--- config.mk ---
export PLATFORM = sky130hd
export DESIGN_NAME = quadrature_encoder_with_button
export DESIGN_NICKNAME = d
export VERILOG_FILES = /design/src/qenc_pkg.sv /design/src/qenc_key.sv /design/src/quadrature_encoder_with_button.sv
export SDC_FILE = /design/constraint.sdc
export NUM_CORES = 1
export LEC_CHECK = 0
export ABC_AREA = 1
export BUFFER_PORTS_ARGS = -buffer_cell sky130_fd_sc_hd__clkbuf_2
export CAP_MARGIN = 25
export CORE_MARGIN = 1.5
export CORE_UTILIZATION = 40
export CTS_CLUSTER_DIAMETER = 60
export DETAILED_ROUTE_END_ITERATION = 10
export HOLD_SLACK_MARGIN = 0.05
export SLEW_MARGIN = 25
export SYNTH_ARGS = -nofsm -noshare
export SYNTH_HDL_FRONTEND = slang
export SYNTH_HIERARCHICAL = 1
export SYNTH_SLANG_ARGS = --single-unit
export TNS_END_PERCENT = 100
--- constraint.sdc ---
create_clock -name clk -period 2.61 [get_ports clk]
set_clock_uncertainty 0.05 [all_clocks]
set_input_delay 0.522 -clock clk [delete_from_list [all_inputs] [get_ports clk]]
set_output_delay 0.522 -clock clk [all_outputs]
set_load 0.05 [all_outputs]
--- src/qenc_pkg.sv ---
package qenc_pkg;

  localparam int DEF_COUNT_WIDTH = 16;

  localparam int DETENT_W   = 4;
  localparam int TICKS_W    = 16;
  localparam int STEP_SUM_W = 5;
  localparam int CFG_IDX_W  = 2;
  localparam int CFG_DATA_W = 16;

  localparam logic [DETENT_W-1:0] RST_STEPS_PER_DETENT = 4'd4;
  localparam logic [TICKS_W-1:0]  RST_RELEASE_DEBOUNCE = 16'd50;
  localparam logic [TICKS_W-1:0]  RST_LONG_PRESS       = 16'd500;

  // Both pins high: the encoder rests there between detents.
  localparam logic [1:0] RST_PHASE = 2'd3;

  typedef enum logic [CFG_IDX_W-1:0] {
    CFG_STEPS_PER_DETENT = 2'd0,
    CFG_RELEASE_DEBOUNCE = 2'd1,
    CFG_LONG_PRESS       = 2'd2
  } cfg_reg_t;

  typedef enum logic [1:0] {
    ROT_NONE = 2'd0,
    ROT_CW   = 2'd1,
    ROT_CCW  = 2'd2
  } rot_evt_t;

  typedef enum logic [1:0] {
    KEY_NONE  = 2'd0,
    KEY_SHORT = 2'd1,
    KEY_LONG  = 2'd2
  } key_evt_t;

  typedef enum logic [1:0] {
    STEP_NONE = 2'd0,
    STEP_UP   = 2'd1,
    STEP_DOWN = 2'd2
  } step_dir_t;

  typedef struct packed {
    logic pin_a;
    logic pin_b;
    logic key_level;
  } in_word_t;

  typedef struct packed {
    logic [1:0] rotation_event;
    logic [1:0] key_event;
  } out_word_t;

  typedef struct packed {
    logic [TICKS_W-1:0] release_debounce_ticks;
    logic [TICKS_W-1:0] long_press_ticks;
  } key_cfg_t;

  // Gray transition table, indexed by {old phase, new phase}.
  function automatic step_dir_t gray_step(input logic [1:0] old_p, input logic [1:0] new_p);
    step_dir_t d;
    d = STEP_NONE;
    unique case ({old_p, new_p})
      4'd1, 4'd7, 4'd8, 4'd14:  d = STEP_UP;
      4'd2, 4'd4, 4'd11, 4'd13: d = STEP_DOWN;
      default:                  d = STEP_NONE;
    endcase
    return d;
  endfunction

endpackage

--- src/qenc_key.sv ---
module qenc_key import qenc_pkg::*; #(
  parameter int COUNT_WIDTH = DEF_COUNT_WIDTH
) (
  input  logic     clk,
  input  logic     rst_n,
  input  logic     advance,
  input  logic     key_level,
  input  key_cfg_t cfg,
  output key_evt_t key_evt
);

  localparam int CMP_W = (COUNT_WIDTH > TICKS_W) ? COUNT_WIDTH : TICKS_W;
  localparam logic [COUNT_WIDTH-1:0] CNT_MAX = '1;

  logic                   key_prev_r, key_prev_nxt;
  logic                   key_held_r, key_held_nxt;
  logic                   long_done_r, long_done_nxt;
  logic                   release_pending_r, release_pending_nxt;
  logic [COUNT_WIDTH-1:0] hold_count_r, hold_count_nxt;
  logic [COUNT_WIDTH-1:0] release_count_r, release_count_nxt;

  always_comb begin
    key_evt             = KEY_NONE;
    key_held_nxt        = key_held_r;
    long_done_nxt       = long_done_r;
    release_pending_nxt = release_pending_r;
    hold_count_nxt      = hold_count_r;
    release_count_nxt   = release_count_r;

    // counters advance first, saturating
    if (key_held_r && hold_count_r != CNT_MAX) begin
      hold_count_nxt = hold_count_r + 1'b1;
    end
    if (release_pending_r && release_count_r != CNT_MAX) begin
      release_count_nxt = release_count_r + 1'b1;
    end

    // press start on falling edge, ignored while already held
    if (key_prev_r && !key_level && !key_held_r) begin
      key_held_nxt        = 1'b1;
      hold_count_nxt      = '0;
      long_done_nxt       = 1'b0;
      release_pending_nxt = 1'b0;
    end
    key_prev_nxt = key_level;

    if (key_held_nxt && key_level) begin
      if (!release_pending_nxt) begin
        release_pending_nxt = 1'b1;
        release_count_nxt   = '0;
      end else if (CMP_W'(release_count_nxt) >= CMP_W'(cfg.release_debounce_ticks)) begin
        key_held_nxt        = 1'b0;
        release_pending_nxt = 1'b0;
        if (!long_done_nxt) begin
          key_evt = KEY_SHORT;
        end
      end
    end else if (key_held_nxt) begin
      release_pending_nxt = 1'b0;
    end

    if (key_held_nxt && !long_done_nxt && !release_pending_nxt &&
        CMP_W'(hold_count_nxt) >= CMP_W'(cfg.long_press_ticks)) begin
      long_done_nxt = 1'b1;
      key_evt       = KEY_LONG;
    end
  end

  always_ff @(posedge clk) begin
    if (!rst_n) begin
      key_prev_r        <= 1'b1;
      key_held_r        <= 1'b0;
      long_done_r       <= 1'b0;
      release_pending_r <= 1'b0;
      hold_count_r      <= '0;
      release_count_r   <= '0;
    end else if (advance) begin
      key_prev_r        <= key_prev_nxt;
      key_held_r        <= key_held_nxt;
      long_done_r       <= long_done_nxt;
      release_pending_r <= release_pending_nxt;
      hold_count_r      <= hold_count_nxt;
      release_count_r   <= release_count_nxt;
    end
  end

  a_pending_needs_held: assert property (@(posedge clk) disable iff (!rst_n)
    release_pending_r |-> key_held_r)
    else $error("release pending without a held key");

  a_long_marks_done: assert property (@(posedge clk) disable iff (!rst_n)
    (advance && key_evt == KEY_LONG) |=> long_done_r)
    else $error("long press emitted but not recorded");

  a_short_frees_key: assert property (@(posedge clk) disable iff (!rst_n)
    (advance && key_evt == KEY_SHORT) |=> !key_held_r)
    else $error("short press emitted but key still held");

endmodule

--- src/quadrature_encoder_with_button.sv ---
// Quadrature encoder decoder with push key.
//
// Input channel (in_valid / in_stall / in_data): one word per sample tick,
// carrying pin_a, pin_b and the active-low key_level. A word is taken on a
// rising edge with in_valid high and in_stall low.
// Result channel (out_valid / out_stall / out_data): a word is produced only
// for ticks that raise a rotation detent, a key event, or both; fields with
// no event read 0.
// Config channel (cfg_valid / cfg_ready / cfg_index / cfg_data): always
// ready; index 0 steps per detent, 1 release debounce ticks, 2 long press
// ticks. Other indexes are dropped. Write only while the block is idle.
//
// A result shows up on out_data the cycle after its input word is taken.
// Throughput is one word per cycle, set by the single
// output register; the input side stalls only while that register holds a
// word the receiver is stalling on, and taking the held word frees the slot
// in the same cycle.
// Synchronous reset loads the register defaults (4, 50, 500), puts the
// phase at both pins high and the key logic at released / idle.
module quadrature_encoder_with_button import qenc_pkg::*; #(
  parameter int COUNT_WIDTH = DEF_COUNT_WIDTH
) (
  input  logic                  clk,
  input  logic                  rst_n,

  input  logic                  in_valid,
  output logic                  in_stall,
  input  in_word_t              in_data,

  output logic                  out_valid,
  input  logic                  out_stall,
  output out_word_t             out_data,

  input  logic                  cfg_valid,
  output logic                  cfg_ready,
  input  logic [CFG_IDX_W-1:0]  cfg_index,
  input  logic [CFG_DATA_W-1:0] cfg_data
);

  // config registers
  logic [DETENT_W-1:0] steps_per_detent_r;
  logic [TICKS_W-1:0]  release_debounce_r;
  logic [TICKS_W-1:0]  long_press_r;
  key_cfg_t            key_cfg;

  // rotation state
  logic [1:0]                   phase_r;
  logic signed [STEP_SUM_W-1:0] step_sum_r, step_sum_nxt;
  logic [1:0]                   phase_nxt;
  step_dir_t                    dir;
  logic signed [STEP_SUM_W:0]   sum_ext;
  logic signed [STEP_SUM_W:0]   lim_ext;
  rot_evt_t                     rot_evt;
  key_evt_t                     key_evt;

  // output register
  logic      out_valid_r, out_valid_nxt;
  out_word_t out_data_r, out_data_nxt;
  logic      accept;
  logic      has_event;

  assign cfg_ready = 1'b1;

  always_ff @(posedge clk) begin
    if (!rst_n) begin
      steps_per_detent_r <= RST_STEPS_PER_DETENT;
      release_debounce_r <= RST_RELEASE_DEBOUNCE;
      long_press_r       <= RST_LONG_PRESS;
    end else if (cfg_valid && cfg_ready) begin
      unique case (cfg_index)
        CFG_STEPS_PER_DETENT: steps_per_detent_r <= cfg_data[DETENT_W-1:0];
        CFG_RELEASE_DEBOUNCE: release_debounce_r <= cfg_data[TICKS_W-1:0];
        CFG_LONG_PRESS:       long_press_r       <= cfg_data[TICKS_W-1:0];
        default: ;
      endcase
    end
  end

  assign key_cfg.release_debounce_ticks = release_debounce_r;
  assign key_cfg.long_press_ticks       = long_press_r;

  // one output slot; it frees up in the same cycle it is drained
  assign in_stall = out_valid_r && out_stall;
  assign accept   = in_valid && !in_stall;

  // rotation decode: table step, accumulate, fire at +/- limit
  assign phase_nxt = {in_data.pin_b, in_data.pin_a};
  assign dir       = gray_step(phase_r, phase_nxt);
  assign lim_ext   = $signed({2'b00, steps_per_detent_r});

  always_comb begin
    rot_evt      = ROT_NONE;
    step_sum_nxt = step_sum_r;
    sum_ext      = {step_sum_r[STEP_SUM_W-1], step_sum_r};
    if (dir == STEP_UP) begin
      sum_ext = sum_ext + 6'sd1;
    end else if (dir == STEP_DOWN) begin
      sum_ext = sum_ext - 6'sd1;
    end
    if (dir != STEP_NONE) begin
      step_sum_nxt = sum_ext[STEP_SUM_W-1:0];
      if (sum_ext >= lim_ext) begin
        step_sum_nxt = '0;
        rot_evt      = ROT_CW;
      end else if (sum_ext <= -lim_ext) begin
        step_sum_nxt = '0;
        rot_evt      = ROT_CCW;
      end
    end
  end

  always_ff @(posedge clk) begin
    if (!rst_n) begin
      phase_r    <= RST_PHASE;
      step_sum_r <= '0;
    end else if (accept) begin
      phase_r    <= phase_nxt;
      step_sum_r <= step_sum_nxt;
    end
  end

  qenc_key #(
    .COUNT_WIDTH(COUNT_WIDTH)
  ) u_key (
    .clk       (clk),
    .rst_n     (rst_n),
    .advance   (accept),
    .key_level (in_data.key_level),
    .cfg       (key_cfg),
    .key_evt   (key_evt)
  );

  // result word
  assign has_event = (rot_evt != ROT_NONE) || (key_evt != KEY_NONE);

  always_comb begin
    out_valid_nxt = out_valid_r;
    out_data_nxt  = out_data_r;
    if (accept) begin
      out_valid_nxt               = has_event;
      out_data_nxt.rotation_event = rot_evt;
      out_data_nxt.key_event      = key_evt;
    end else if (out_valid_r && !out_stall) begin
      out_valid_nxt = 1'b0;
    end
  end

  always_ff @(posedge clk) begin
    if (!rst_n) begin
      out_valid_r <= 1'b0;
    end else begin
      out_valid_r <= out_valid_nxt;
    end
  end

  always_ff @(posedge clk) begin
    out_data_r <= out_data_nxt;
  end

  assign out_valid = out_valid_r;
  assign out_data  = out_data_r;

  a_word_has_event: assert property (@(posedge clk) disable iff (!rst_n)
    out_valid_r |-> (out_data_r.rotation_event != ROT_NONE ||
                     out_data_r.key_event != KEY_NONE))
    else $error("result word carries no event");

  a_detent_clears_sum: assert property (@(posedge clk) disable iff (!rst_n)
    (accept && rot_evt != ROT_NONE) |=> step_sum_r == '0)
    else $error("step sum not cleared after detent");

  a_phase_follows_pins: assert property (@(posedge clk) disable iff (!rst_n)
    accept |=> phase_r == $past(phase_nxt))
    else $error("phase did not track accepted pins");

endmodule

==> summary.txt, run 1 <==
die height: 124 um
routed wire length: 15.8 mm
measured slew at the worst slew-check pin: 0.599 ns
gr usage total: 0.216
YS warnings: 6
Sink Count: 84
Synth area leader: dfxtp_1
hold slack: 0.363 ns
min cycle time layout: 2.86 ns
synthesized area: 0.00586 mm^2
via count: 5986
initial antenna violation count: 0
pwr/cell area: 514 mW/mm^2
fin nets: 1133
vias in the first global route: 5577
IO buf count: 31
final setup margin: -0.250 ns
largest vdd supply drop: 0.000340 V
grt ovf: 0
clk_lat worst skew: 0.35 ns
RSZ-0062 raised after global routing: yes
Place WS: -0.381 ns
largest net degree at the start of global routing: 39
core area: 0.0144 mm^2
met1 usage in global routing: 0.268
crit path capture type: flop
Most used DFF post-synth: dfxtp_1
Synth area leaders: dfxtp_1, nand2_1, ha_1, inv_1, nor2_1
met2 usage: 0.384
die width: 124 um
final hold violation count: 0
Crit-path slowest cell: dfxtp_2
share of cells above drive strength 1: 0.306
Lkg Pwr: 0.00399 uW
placer congestion estimate: 0.920
die area: 0.0154 mm^2
Iter 0 DRT Violations: 314
Slew HR: 0.598
utilization after layout: 0.553
post-route cell area: 0.00798 mm^2
DRT antenna net count: 0
#FFs+latches synth: 84
Clock transition at path regs: 0.07 ns
number of remaining DRC errors: 0
Placed Area: 0.00696 mm^2
Worst Path Buf+Inv: 13
Synth top area share: 0.273
critical path class: flop to flop
CTS Buffer Depth: 2
# diodes: 0
post-synthesis sequential area ratio: 0.294
WL/cell: 12.7 um
most frequent CP cell: buf_4
first-pass GRT wire length: 26.0 mm
Max Cap Viol: 0
I/O pin total: 33
# setup viols final: 7
Yosys cell types: 42
slowest stage delay, CP: 0.35 ns
CTS tree: built
router iterations before antenna repair: 7
post-DR vias/cell: 4.79
violated checks: setup timing
critical path startpoint category: flop
Hold Path Class: input pin to flop
clock buffer count from CTS: 9
Post-synth EDFFs: 4
H-Tree Depth: 3
Critical Path RT: 2.85 ns
Critical Path Fanout Max: 17
most numerous cell in the Yosys netlist: nand2_1
Synth top cells by count: nand2_1, inv_1, nor2_1
Final TNS setup: -1.06 ns
WP data arrival: 3.10 ns
Syn Inst Count: 904
Final Max Slew Viols: 0
root buf cell: clkbuf_16
crit-path leading delay family: buffers and inverters
fin crit share: 1.10
Async S/R FF share, synth: 0
Cell Rows: 44
M3 GR Usage: 0.0408
gr busiest metal: met2
Starting Density: 0.406
syn nets: 976
hpwl dp: 11.3 mm
Syn-to-layout area delta: 36.1%
fmax: 0.350 GHz
critical-path cell list: ha_4 > nand3_4 > nor2_4 > nand3_2 > nand2_4 > inv_8 > o21ai_2 > nand2_2 > buf_4 > buf_4 > buf_4 > buf_4 > buf_4 > buf_4 > buf_4 > buf_4 > buf_4 > buf_4 > buf_4 > buf_4 > a21oi_2
synthesized area per cell: 6.48 um^2
status: finished with violations
layout by cell type, fill, tap and decap left out, types with 6 or more instances in the layout:
cell,instances
dfxtp_2,18
nand2_1,217
nand4_1,11
nor2_1,81
inv_1,128
o21ai_0,52
clkbuf_2,31
xor2_1,16
nor3_1,6
o21ai_1,7
ha_1,34
a21oi_1,50
nor2_4,9
ha_4,12
nor2_2,7
buf_4,133
nand3_1,52
clkbuf_16,9
nand3_2,6
nor3_2,7
a21oi_2,11
nand2_2,32
dfxtp_1,61
inv_2,15
state kept, by name (all words and copies together), names as in the netlist, 2 cells and up:
register	flops
long_press_r	16
out_data	4
phase_r	2
release_debounce_r	16
step_sum_r	5
steps_per_detent_r	4
u_key/hold_count_r	16
u_key/release_count_r	16
layer usage:
metal  wire length [um]  part of all wire  up-vias
li1                   -                 -     3192
met1               7380              0.47     2651
met2               7730              0.49      124
met3                534             0.034       19
met4                187             0.012        0
met5                  0                 0        -
power by group:
group / internal (uW) / total [uW] / switching, uW / leakage, uW
clock: 858 / 1440 / 586 / 0.000163
sequential: 1380 / 1440 / 60.5 / 0.000703
combinational: 524 / 1210 / 691 / 0.00313
total: 2760 / 4100 / 1340 / 0.00399
logic make-up (layout without fill, tap and decap cells):
family	count (synthesis)	count (layout)	share of synthesized area
AO/OA/AOI/OAI	136	136	0.130
XOR/XNOR	20	20	0.0299
adder cells (fa/ha/maj)	46	46	0.0982
buffers and inverters	171	332	0.115
flip-flops	84	84	0.294
other	1	1	0.000640
AND/OR/NAND/NOR	446	447	0.333
per-stage QoR:
stage,std cells,power (uW)
after floorplan,904,2140
after global placement,1199,2480
after detailed placement,1199,2490
after CTS,1246,4080
after global routing,1250,4350
final,1250,4100
final cells by class:
cell class | count | area [um^2]
Fill cell | 1358 | 6440
Multi-Input combinational cell | 650 | 3880
Sequential cell | 84 | 1750
Timing Repair Buffer | 169 | 1220
Inverter | 147 | 572
Tap cell | 184 | 230
Clock buffer | 9 | 225
Clock inverter | 7 | 106
worst min-delay path: stages:
cell      delay, ns
clkbuf_2       0.10
nand2_1        0.05
nand3_1        0.06
worst paths after layout:
path,startpoint,endpoint,slack [ns],cells past startpoint
worst min register to register,release_debounce_r[5],release_debounce_r[5],0.42,2
worst max-delay path,u_key/hold_count_r[0],u_key/hold_count_r[10],-0.25,21
worst max register to register,u_key/hold_count_r[0],u_key/hold_count_r[10],-0.25,21
worst min-delay path,cfg_data[5],release_debounce_r[5],0.36,3
timing repair:
action                     CTS  global route
setup buffers               30             4
hold endpoints to repair     0             0
hold buffers                 0             0
cloned                       1             0
pin swaps                   36            34
gates resized for setup     63            53
setup endpoints to repair    6            15
Note: power is estimated with default switching activity, not from simulation.
==> run 2: changes to the inputs <==
Settings changed: ABC_AREA 1 to not set.
==> run 2 against run 1 <==
- the run still ends with setup timing left
- highest routed layer unchanged
- sequential share of layout area is 0.16 points lower
- critical path type unchanged
- sequential power is 4% lower
- largest cell class unchanged
- largest power group is now clock
- cell area is 1.2% higher
- die area is 2.2% lower
==> summary.txt, run 2 <==
Most used DFF post-synth: dfxtp_1
final setup margin: -0.495 ns
fin cells: 1097
root buf cell: clkbuf_16
critical path class: flop to flop
synthesized area per cell: 7.73 um^2
routed wire length: 18.4 mm
CTS tree: built
YS warnings: 6
post-DR vias/cell: 5.50
Starting Density: 0.411
pwr/cell area: 464 mW/mm^2
Slew HR: 0.468
Sink Count: 84
share of cells above drive strength 1: 0.361
Place WS: -0.606 ns
I/O pin total: 33
measured slew at the worst slew-check pin: 0.796 ns
Cell Rows: 43
R2R setup slack: -0.50 ns
first-pass GRT wire length: 29.1 mm
initial antenna violation count: 0
IO buf count: 31
vias in the first global route: 5895
utilization after layout: 0.580
final-layout fill cell count: 1265
critical path startpoint category: flop
Synth area leaders: dfxtp_1, ha_1, nand2_1, a21oi_1, nand3_1
RSZ-0062 raised after global routing: yes
clock buffer count from CTS: 9
#FFs+latches synth: 84
fmax: 0.322 GHz
multi-input logic area: 0.00418 mm^2
WL/cell: 16.8 um
# setup viols final: 13
# placed instances: 1058
Lkg Pwr: 0.00361 uW
synthesized area: 0.00573 mm^2
H-Tree Depth: 3
status: finished with violations
Hold Path Class: input pin to flop
DRT antenna net count: 0
Synth top area share: 0.280
met3 WL: 627 um
highest routed layer: met4
Final Max Slew Viols: 0
Critical Path Fanout Max: 5
hold slack: 0.356 ns
violated checks: setup timing
grt ovf: 0
fin nets: 984
Max Cap Viol: 0
commonest non-fill, non-tap cells in the layout: buf_4, nand2_1, dfxtp_1
clk_lat worst skew: 0.36 ns
largest net degree at the start of global routing: 28
gr usage total: 0.249
die width: 123 um
min cycle time layout: 3.11 ns
Seq. cell area: 0.00176 mm^2
most numerous cell in the Yosys netlist: nand2_1
crit path capture type: flop
Synth area leader: dfxtp_1
fin crit share: 1.19
Syn-to-layout area delta: 41.0%
WP data arrival: 3.36 ns
post-synthesis sequential area ratio: 0.301
Syn Inst Count: 741
die height: 123 um
Clock transition at path regs: 0.07 ns
hpwl dp: 13.5 mm
final hold violation count: 0
largest vdd supply drop: 0.000369 V
core area: 0.0139 mm^2
Yosys cell types: 82
Async S/R FF share, synth: 0
router iterations before antenna repair: 5
Iter 0 DRT Violations: 302
Critical Path RT: 2.86 ns
met1 wire length: 8.07 mm
# diodes: 0
Synth top cells by count: nand2_1, dfxtp_1, a21oi_1
most common cell after layout, fill and taps aside: buf_4
placer congestion estimate: 0.908
number of remaining DRC errors: 0
Post-synth EDFFs: 4
syn nets: 813
wire length on met2: 9.17 mm
die area: 0.0150 mm^2
CTS Buffer Depth: 2
via count: 6038
## run 2: cell types whose count changed in the layout (fill, tap and decap cells not counted), moves of 10 or more
cell,previous run,this run
a31oi_1,0,10
nand2_1,217,122
inv_1,128,51
nand2_2,32,3
inv_2,15,0
o21ai_0,52,18
nand2b_1,0,11
nor2_1,81,35
and3_1,0,12
nand3_1,52,33
buf_4,133,159
## run 2: cell families (layout without fill, tap and decap cells)
group                      Yosys count  after routing  synth area share
AOI/OAI and AO/OA                  165            165             0.192
xor gates and xnor gates            35             35            0.0535
adders and majority gates           46             46             0.100
buffers and inverters               88            264            0.0666
DFF                                 84             84             0.301
muxes                                6              6            0.0111
other                                1              1          0.000655
and+or+nand+nor                    316            316             0.275
## run 2: repair_timing
item | CTS | global route
endpoints found under the setup margin | 13 | 17
setup buffers | 18 | 15
hold buffers | 0 | 0
pin swaps | 27 | 44
gates cloned | 0 | 0
resized for setup | 45 | 52
## run 2: critical path, stage by stage (launching register included)
cell and delay, ns:
dfxtp_4 0.36, ha_4 0.15, buf_4 0.14, and4_1 0.22, buf_4 0.15, and4_1 0.22
xor2_1 0.16, ha_1 0.30, nand4_1 0.14, nor3_2 0.27, o311ai_1 0.15, o211ai_1 0.17
and3_4 0.26, nor3_4 0.05, a21oi_2 0.12, o21a_1 0.13
## run 2: metal layers
| metal | vias to the layer above | track usage |
|---|---|---|
| li1 | 2974 | - |
| met1 | 2903 | 0.300 |
| met2 | 127 | 0.432 |
| met3 | 34 | 0.0488 |
| met4 | 0 | 0.102 |
| met5 | - | 0 |
## run 2: final cells by class
| class | instances | share of cell area |
|---|---|---|
| clock buffer | 9 | 0.0279 |
| clock inverter | 7 | 0.0112 |
| inverter | 53 | 0.0246 |
| multi-input combinational | 569 | 0.517 |
| sequential | 84 | 0.217 |
| tap | 180 | 0.0279 |
| timing repair buffer | 195 | 0.174 |
## run 2: power by group
part	total (uW)	internal, uW	switching, uW
registers	1380	1340	43.3
clock network	1400	771	626
logic	966	423	543
total	3750	2540	1210
## run 2: path summary, 6_finish.rpt
kind	startpoint	to	depth (start not counted)
hold / removal	cfg_data[12]	long_press_r[12]	3
hold reg to reg	release_debounce_r[9]	release_debounce_r[9]	2
setup / recovery	u_key/release_count_r[1]	out_valid	15
setup reg to reg	u_key/release_count_r[1]	out_valid	15
## run 2: through the flow
stage	cell area [um^2]	total power [uW]	setup TNS, ns
5_1_grt	8080	3900	-4.15
3_3_place_gp	7190	2210	-4.29
2_1_floorplan	5940	1900	-1.30
4_1_cts	7840	3690	-2.54
3_5_place_dp	7190	2230	-5.19
6_report	8080	3750	-2.71
==> run 3: changes to the inputs <==
Settings changed: CORE_ASPECT_RATIO set to 1.4.
==> run 3 against run 2 <==
- the flow still finishes with violations (setup timing)
- flip-flop and latch count unchanged
- register-to-register slack worse by 0.06 ns
- cell area up 3.4%
- largest power group is now sequential cells
- sequential share of layout area down 0.71 points
- power up 4.8%
- worst setup slack worse by 0.060 ns
- clock power about the same
- highest routed layer unchanged
- non-clock buffer count up 20
==> summary.txt, run 3 (same netlist as run 2, synthesis figures left out) <==
Final TNS setup: -3.62 ns
placer congestion estimate: 0.906
fmax: 0.316 GHz
largest vdd supply drop: 0.000449 V
Hold Path Class: input pin to flop
critical path startpoint category: flop
pwr/cell area: 470 mW/mm^2
Starting Density: 0.410
Lkg Pwr: 0.00374 uW
IO buf count: 31
# setup viols final: 13
clk_lat worst skew: 0.34 ns
Max Cap Viol: 0
hpwl dp: 13.8 mm
# diodes: 0
status: finished with violations
via count: 6068
Cell Rows: 51
Clock transition at path regs: 0.07 ns
core area: 0.0140 mm^2
router iterations before antenna repair: 5
most common cell after layout, fill and taps aside: buf_4
Critical Path RT: 2.80 ns
I/O pin total: 33
Sequential Power Share: 0.353
CTS tree: built
measured slew at the worst slew-check pin: 0.929 ns
Slew HR: 0.379
R2R setup slack: -0.56 ns
largest net degree at the start of global routing: 19
Final Max Slew Viols: 0
Sink Count: 84
die height: 145 um
number of remaining DRC errors: 0
WP data arrival: 3.35 ns
H-Tree Depth: 3
sw frac: 0.321
DRT antenna net count: 0
grt ovf: 0
NetSw: 1260 uW
Syn-to-layout area delta: 45.8%
die area: 0.0151 mm^2
routed wire length: 18.5 mm
Clk network pwr share: 0.350
die width: 104 um
fin nets: 1004
root buf cell: clkbuf_16
vias in the first global route: 5963
share of cells above drive strength 1: 0.378
WL/cell: 16.5 um
clock buffer count from CTS: 9
Comb pwr share: 0.297
CTS Buffer Depth: 2
Critical Path Fanout Max: 4
first-pass GRT wire length: 28.7 mm
critical path class: flop to flop
initial antenna violation count: 0
Iter 0 DRT Violations: 370
fin crit share: 1.21
violated checks: setup timing
hold slack: 0.350 ns
post-DR vias/cell: 5.41
P_int: 2670 uW
commonest non-fill, non-tap cells in the layout: buf_4, nand2_1, dfxtp_1
final setup margin: -0.556 ns
final hold violation count: 0
gr usage total: 0.241
RSZ-0062 raised after global routing: yes
min cycle time layout: 3.17 ns
crit path capture type: flop
run 3: layer usage:
layer  global-route usage  vias up  routed length (um)
li1                     -     3000                   -
met1                0.255     2924                7540
met2                0.465      109                9890
met3               0.0388       35                 581
met4                0.115        0                 536
met5                    0        -                   0
run 3: final timing paths:
path | cells past startpoint | to | startpoint
setup / recovery | 15 | out_valid | u_key/hold_count_r[0]
hold / removal | 3 | long_press_r[5] | cfg_data[5]
setup reg to reg | 15 | out_valid | u_key/hold_count_r[0]
hold reg to reg | 2 | release_debounce_r[7] | release_debounce_r[7]
run 3: power groups by stage:
stage | Sequential (uW) | Clock (uW) | Combinational, uW
floorplan | 1440 | 0 | 462
global placement | 1410 | 0 | 799
detailed placement | 1410 | 0 | 834
CTS | 1380 | 1400 | 1010
global route | 1390 | 1440 | 1240
finish | 1390 | 1370 | 1160
run 3: timing repair:
action | CTS | global route
hold buffers | 0 | 0
buffers inserted | 16 | 9
gates resized for setup | 50 | 51
gates cloned | 0 | 0
pin swaps | 27 | 41
endpoints found under the setup margin | 13 | 13
run 3: worst max-delay path, cell delays in order, from the launching register on:
cell and delay (ns):
dfxtp_4 0.36, ha_4 0.16, and3_4 0.16, and3_4 0.16, a21oi_4 0.19, nand3_2 0.11, mux2i_2 0.23, ha_1 0.28
a21o_1 0.18, a21oi_2 0.11, o21ai_1 0.08, a221oi_2 0.34, o21ai_2 0.15, nor3_4 0.23, nand2_1 0.09, o21a_1 0.17
run 3: metrics by stage:
stage               area [um^2]  utilization  worst slack, ns  total power [uW]  cells
finish                     8350        0.598           -0.556              3930   1122
global route               8350        0.598           -0.674              4070   1122
CTS                        8040        0.575           -0.577              3800   1113
detailed placement         7350        0.526           -0.637              2240   1084
global placement           7350        0.526           -0.569              2210   1084
floorplan                  5940            -           -0.445              1900    741
run 3: layout make-up:
type,count,area (um^2)
Clock buffer,11,275
Clock inverter,5,45.0
Fill cell,1250,5620
Inverter,53,199
Multi-Input combinational cell,569,4280
Sequential cell,84,1760
Tap cell,185,231
Timing Repair Buffer,215,1570
